<file path="config.mk">
export PLATFORM = sky130hd
export DESIGN_NAME = qrm_div_stage
export DESIGN_NICKNAME = d
export VERILOG_FILES = /design/src/hw/rtl/qrm_pkg.sv /design/src/hw/rtl/qrm_div_stage.sv
export SDC_FILE = /design/constraint.sdc
export NUM_CORES = 2
export LEC_CHECK = 0
export BUFFER_PORTS_ARGS = -buffer_cell sky130_fd_sc_hd__buf_2
export CELL_PAD_IN_SITES_DETAIL_PLACEMENT = 1
export CELL_PAD_IN_SITES_GLOBAL_PLACEMENT = 2
export CORE_MARGIN = 4
export CORE_UTILIZATION = 40
export CTS_BUF_LIST = sky130_fd_sc_hd__clkbuf_8
export CTS_CLUSTER_SIZE = 20
export DETAILED_ROUTE_END_ITERATION = 8
export GPL_TIMING_DRIVEN = 0
export PLACE_DENSITY = 0.95
export SETUP_SLACK_MARGIN = 0.1
export SYNTH_ARGS = -nofsm -noshare
export SYNTH_HDL_FRONTEND = slang
export SYNTH_SLANG_ARGS = --single-unit
</file>
<file path="constraint.sdc">
create_clock -name clk -period 25.5 [get_ports clk]
set_input_delay 1.275 -clock clk [delete_from_list [all_inputs] [get_ports clk]]
set_output_delay 1.275 -clock clk [all_outputs]
set_load 0.05 [all_outputs]
</file>
<file path="src/hw/rtl/qrm_pkg.sv">
`timescale 1ns / 1ps
// ----------------------------------------------------------------------------
// qrm_pkg
// Shared constants and helpers of the quaternion to rotation matrix block.
// ----------------------------------------------------------------------------
package qrm_pkg;

  localparam int COMPONENT_BITS_DEF = 16;
  localparam int ENTRY_BITS         = 16;
  localparam int ONE_Q14            = 16384;
  localparam int QUOT_BITS          = 16;
  localparam int NUM_ENTRIES        = 9;
  localparam int NUM_PRODUCTS       = 10;
  localparam int DIV_STAGES         = 4;
  localparam int MAX_COMP_BITS      = 30;

  // Components wider than 30 bits are cut down to 30 bits
  function automatic int narrow_bits(input int cb);
    return (cb > MAX_COMP_BITS) ? MAX_COMP_BITS : cb;
  endfunction

endpackage

</file>
<file path="src/hw/rtl/qrm_div_stage.sv">
`timescale 1ns / 1ps
// ----------------------------------------------------------------------------
// qrm_div_stage
// One register stage of the restoring divider, STEPS quotient bits for each
// of the nine entries. The first stage also takes the integer bit.
// ----------------------------------------------------------------------------
module qrm_div_stage import qrm_pkg::*; #(
  parameter int CB    = COMPONENT_BITS_DEF,
  parameter bit FIRST = 1'b0,
  parameter int STEPS = 4
) (
  input  logic                          clk,
  input  logic                          rst_n,
  input  logic                          en,
  input  logic                          valid_i,
  input  logic [2*narrow_bits(CB):0]    den_i,
  input  logic [2*narrow_bits(CB)+1:0]  rem_i [NUM_ENTRIES],
  input  logic [QUOT_BITS-1:0]          q_i   [NUM_ENTRIES],
  input  logic                          neg_i [NUM_ENTRIES],
  input  logic                          degen_i,
  output logic                          valid_o,
  output logic [2*narrow_bits(CB):0]    den_o,
  output logic [2*narrow_bits(CB)+1:0]  rem_o [NUM_ENTRIES],
  output logic [QUOT_BITS-1:0]          q_o   [NUM_ENTRIES],
  output logic                          neg_o [NUM_ENTRIES],
  output logic                          degen_o
);

  localparam int DW = 2 * narrow_bits(CB) + 1;
  localparam int RW = DW + 1;

  logic [RW-1:0]        rem_nxt [NUM_ENTRIES];
  logic [QUOT_BITS-1:0] q_nxt   [NUM_ENTRIES];
  logic [RW-1:0]        rem_r   [NUM_ENTRIES];
  logic [QUOT_BITS-1:0] q_r     [NUM_ENTRIES];
  logic                 neg_r   [NUM_ENTRIES];
  logic [DW-1:0]        den_r;
  logic                 degen_r;
  logic                 valid_r;

  // Compare and subtract, one quotient bit a step
  always_comb begin
    logic [RW-1:0]        r;
    logic [QUOT_BITS-1:0] q;
    logic [RW-1:0]        d;
    d = RW'(den_i);
    for (int k = 0; k < NUM_ENTRIES; k++) begin
      r = rem_i[k];
      q = q_i[k];
      if (FIRST) begin
        if (r >= d) begin
          q = QUOT_BITS'(1);
          r = r - d;
          if (r >= d) begin
            r = '0;
          end
        end else begin
          q = '0;
        end
      end
      for (int s = 0; s < STEPS; s++) begin
        r = r << 1;
        q = q << 1;
        if (r >= d) begin
          r = r - d;
          q = q | QUOT_BITS'(1);
        end
      end
      rem_nxt[k] = r;
      q_nxt[k]   = q;
    end
  end

  // Hold the lane state in step with the valid bit
  always_ff @(posedge clk) begin
    if (!rst_n) begin
      valid_r <= 1'b0;
    end else if (en) begin
      valid_r <= valid_i;
    end
    if (en) begin
      rem_r   <= rem_nxt;
      q_r     <= q_nxt;
      neg_r   <= neg_i;
      den_r   <= den_i;
      degen_r <= degen_i;
    end
  end

  assign valid_o = valid_r;
  assign den_o   = den_r;
  assign rem_o   = rem_r;
  assign q_o     = q_r;
  assign neg_o   = neg_r;
  assign degen_o = degen_r;

endmodule

</file>
==> metrics.txt <==
FFs w/ async S/R, synth 0; register area 0.01482 sq mm; Core ar. 0.2098 sq mm; Clk Latency, worst-skew pair roughly 0.84 ns; Iteration-0 DRC Markers around 5800; synth warn 0; final setup TNS 0 ns; Post CTS Setup Buffer Count 0; clk root buf clkbuf_8; Max Cap Viol 0; Clock Skew 0 ns; area grow syn2layout 13.47%; CP Launch Type input pin; endpoints failing hold 0; cts hold-fix bufs 0; Post-Synth XOR/XNOR Area 0.09959; FMAX between 40 and 50 MHz; Final #Nets ~13000; post-synthesis compound-gate area fraction 0.2770; clk sinks 494; Area contributors post-synth edfxtp_1, ha_1, xnor2_1; Multi-input gate area roughly 0.067 sq mm; vias per cell between 6 and 7; CTS buffer count 96; post-synthesis mux area share 0.07607; Max stage delay on crit path roughly 0.70 ns; antenna-violating nets left 0; IO Count just under 1000; buffers and inverters on the worst path 18; Final period util 0.8286; EDFF count, synth just under 500; post-synthesis cell count between 10000 and 15000; FF-to-FF path depth 2; Worst Path Required between 20 and 30 ns; Synth Area in Adders 0.1742; Slew Limit Fails 0; Hold Crit Class reg2reg; count of cell types in the netlist around 120; GRT Util Overall 0.3392; Port Buffers 945; Post-Synth Simple-Gate Area 0.1667; DR vias 88750; DRC Markers 0; min Tclk post-route 21.13 ns; drt pass-1 iters 5; min-delay src valid_o; prevailing post-synth register cell edfxtp_1; Std-Cell Rows ~170; largest net degree at the start of global routing approximately 130; Die Y approximately 470 um; HPWL after DPL ~310000 um; status finished clean; RSZ-0062 raised after global routing false; commonest non-fill, non-tap cell in the layout ha_1; post-detailed-route wirelength per cell roughly 27 um; Filler cells about 26000; Yosys top cell by area edfxtp_1; clock slew at reported path FFs ~0.06 ns; CP max-delay cell clkbuf_4; Syn Nets 12100; drt total wl between 300000 and 400000 um; GPL Wtd Cong between 0.9 and 1; CP arrival roughly 22 ns; htree depth 3; vias in the first global route approximately 91000; CP Max Fanout 27; WS Path Type in2reg; hold path cells 2; largest family of logic cells by synthesized area compound AO/OA/AOI/OAI gates; sequential share of the synthesized area 0.1756; Worst path most repeated cell buf_2; flops & latches, synth around 490; Worst Hold End valid_o; die area around 0.22 sq mm; clk buf depth 3; Die X roughly 470 um; Yosys top cell area share 0.1754; first-pass GRT wire length approximately 570000 um; initial core utilization 0.4024; Crit. End Element flop; Largest delay share family, worst path compound AO/OA/AOI/OAI gates; Max-slew headroom 0.4142; Worst R2R Setup Slack between 20 and 25 ns; Worst-Margin Slew 0.8787 ns; layout cell share with drive strength beyond 1 0.1594; Mapped Area approximately 0.084 sq mm; syn_area_per_cell a little over 8 sq um; Post-CTS Resized 0; Final Setup Violations 0; total gr overflow 0; number of antenna violations at the first check in global routing around 70; Reg2Reg Capture Point valid_o; most frequent cells in the layout ha_1, a21oi_1, buf_2; CTS tree yes; FF-to-FF Start valid_o
[metal layers]
metal | GRT usage | vias up | wire length [um]
met5 | 0 | - | 218
met4 | 0.2304 | 32 | 30510
met3 | 0.05452 | 1067 | 24200
met2 | 0.5765 | 3010 | 182100
met1 | 0.3913 | 43360 | 152700
li1 | - | 41290 | -
[Yosys cell counts, types with 72 or more instances]
master,number
o31ai_1,77
o21bai_1,184
nor2_1,886
xor2_1,299
a21o_1,519
a21oi_1,1128
mux2_1,121
clkbuf_1,139
ha_1,1161
nor3_1,159
a31oi_1,104
nand2_1,799
a211oi_1,94
and3_1,105
nor2b_1,167
edfxtp_1,493
inv_1,368
xnor2_1,661
nand3_1,205
mux2_2,382
nand2b_1,177
o21a_1,193
nand4_1,128
and2_1,72
o21ai_0,768
[final cells by class]
cell class	instances	area share
Tap cell	2805	0.03664
Sequential cell	494	0.1548
Timing Repair Buffer	984	0.06021
Clock buffer	96	0.01379
Buffer	246	0.01251
Antenna cell	34	0.0008882
Multi-Input combinational cell	9309	0.6994
Clock inverter	76	0.006152
Inverter	379	0.01569
[how the worst max path moves through the flow]
stage	from	end	slack [ns]	depth (start not counted)
floorplan	den_i[0]	rem_o[30]	10.49	65
global placement	den_i[0]	rem_o[228]	1.35	65
detailed placement	den_i[0]	rem_o[228]	3.85	66
CTS	den_i[0]	rem_o[228]	4.76	66
global route	den_i[0]	rem_o[232]	3.52	66
finish	den_i[0]	rem_o[228]	4.37	66
[logic make-up after synthesis]
kind of cell | count (synthesis)
AOI/OAI and AO/OA | 3660
and+or+nand+nor | 2955
adders and majority gates | 1170
xor gates and xnor gates | 960
buffers and inverters | 625
muxes | 564
DFF | 494
[worst min-delay path, stage by stage (launching register included)]
cell and delay, ns:
dfxtp_1 0.31, mux2i_1 0.12, nor2b_1 0.06
[per-stage QoR]
step | instance area, sq um | std cells | setup slack (ns) | hold WS [ns] | util
floorplan | 84420 | 10430 | 10.49 | 0.7429 | -
global placement | 92660 | 14180 | 1.346 | 0.4888 | 0.4417
detailed placement | 93800 | 14220 | 3.851 | 0.5400 | 0.4471
CTS | 95710 | 14390 | 4.762 | 0.4904 | 0.4562
global route | 95780 | 14420 | 3.515 | 0.5189 | 0.4566
finish | 95790 | 14420 | 4.370 | 0.5364 | 0.4566
[state kept, by name (all words and copies together) (netlist names)]
register	flops
valid_o	1
q_o	144
neg_o	9
den_o	33
rem_o	306
degen_o	1
Power is left out: the tool's default activity adds up to more than one toggle a clock period on the data nets, which glitch-free logic cannot reach.
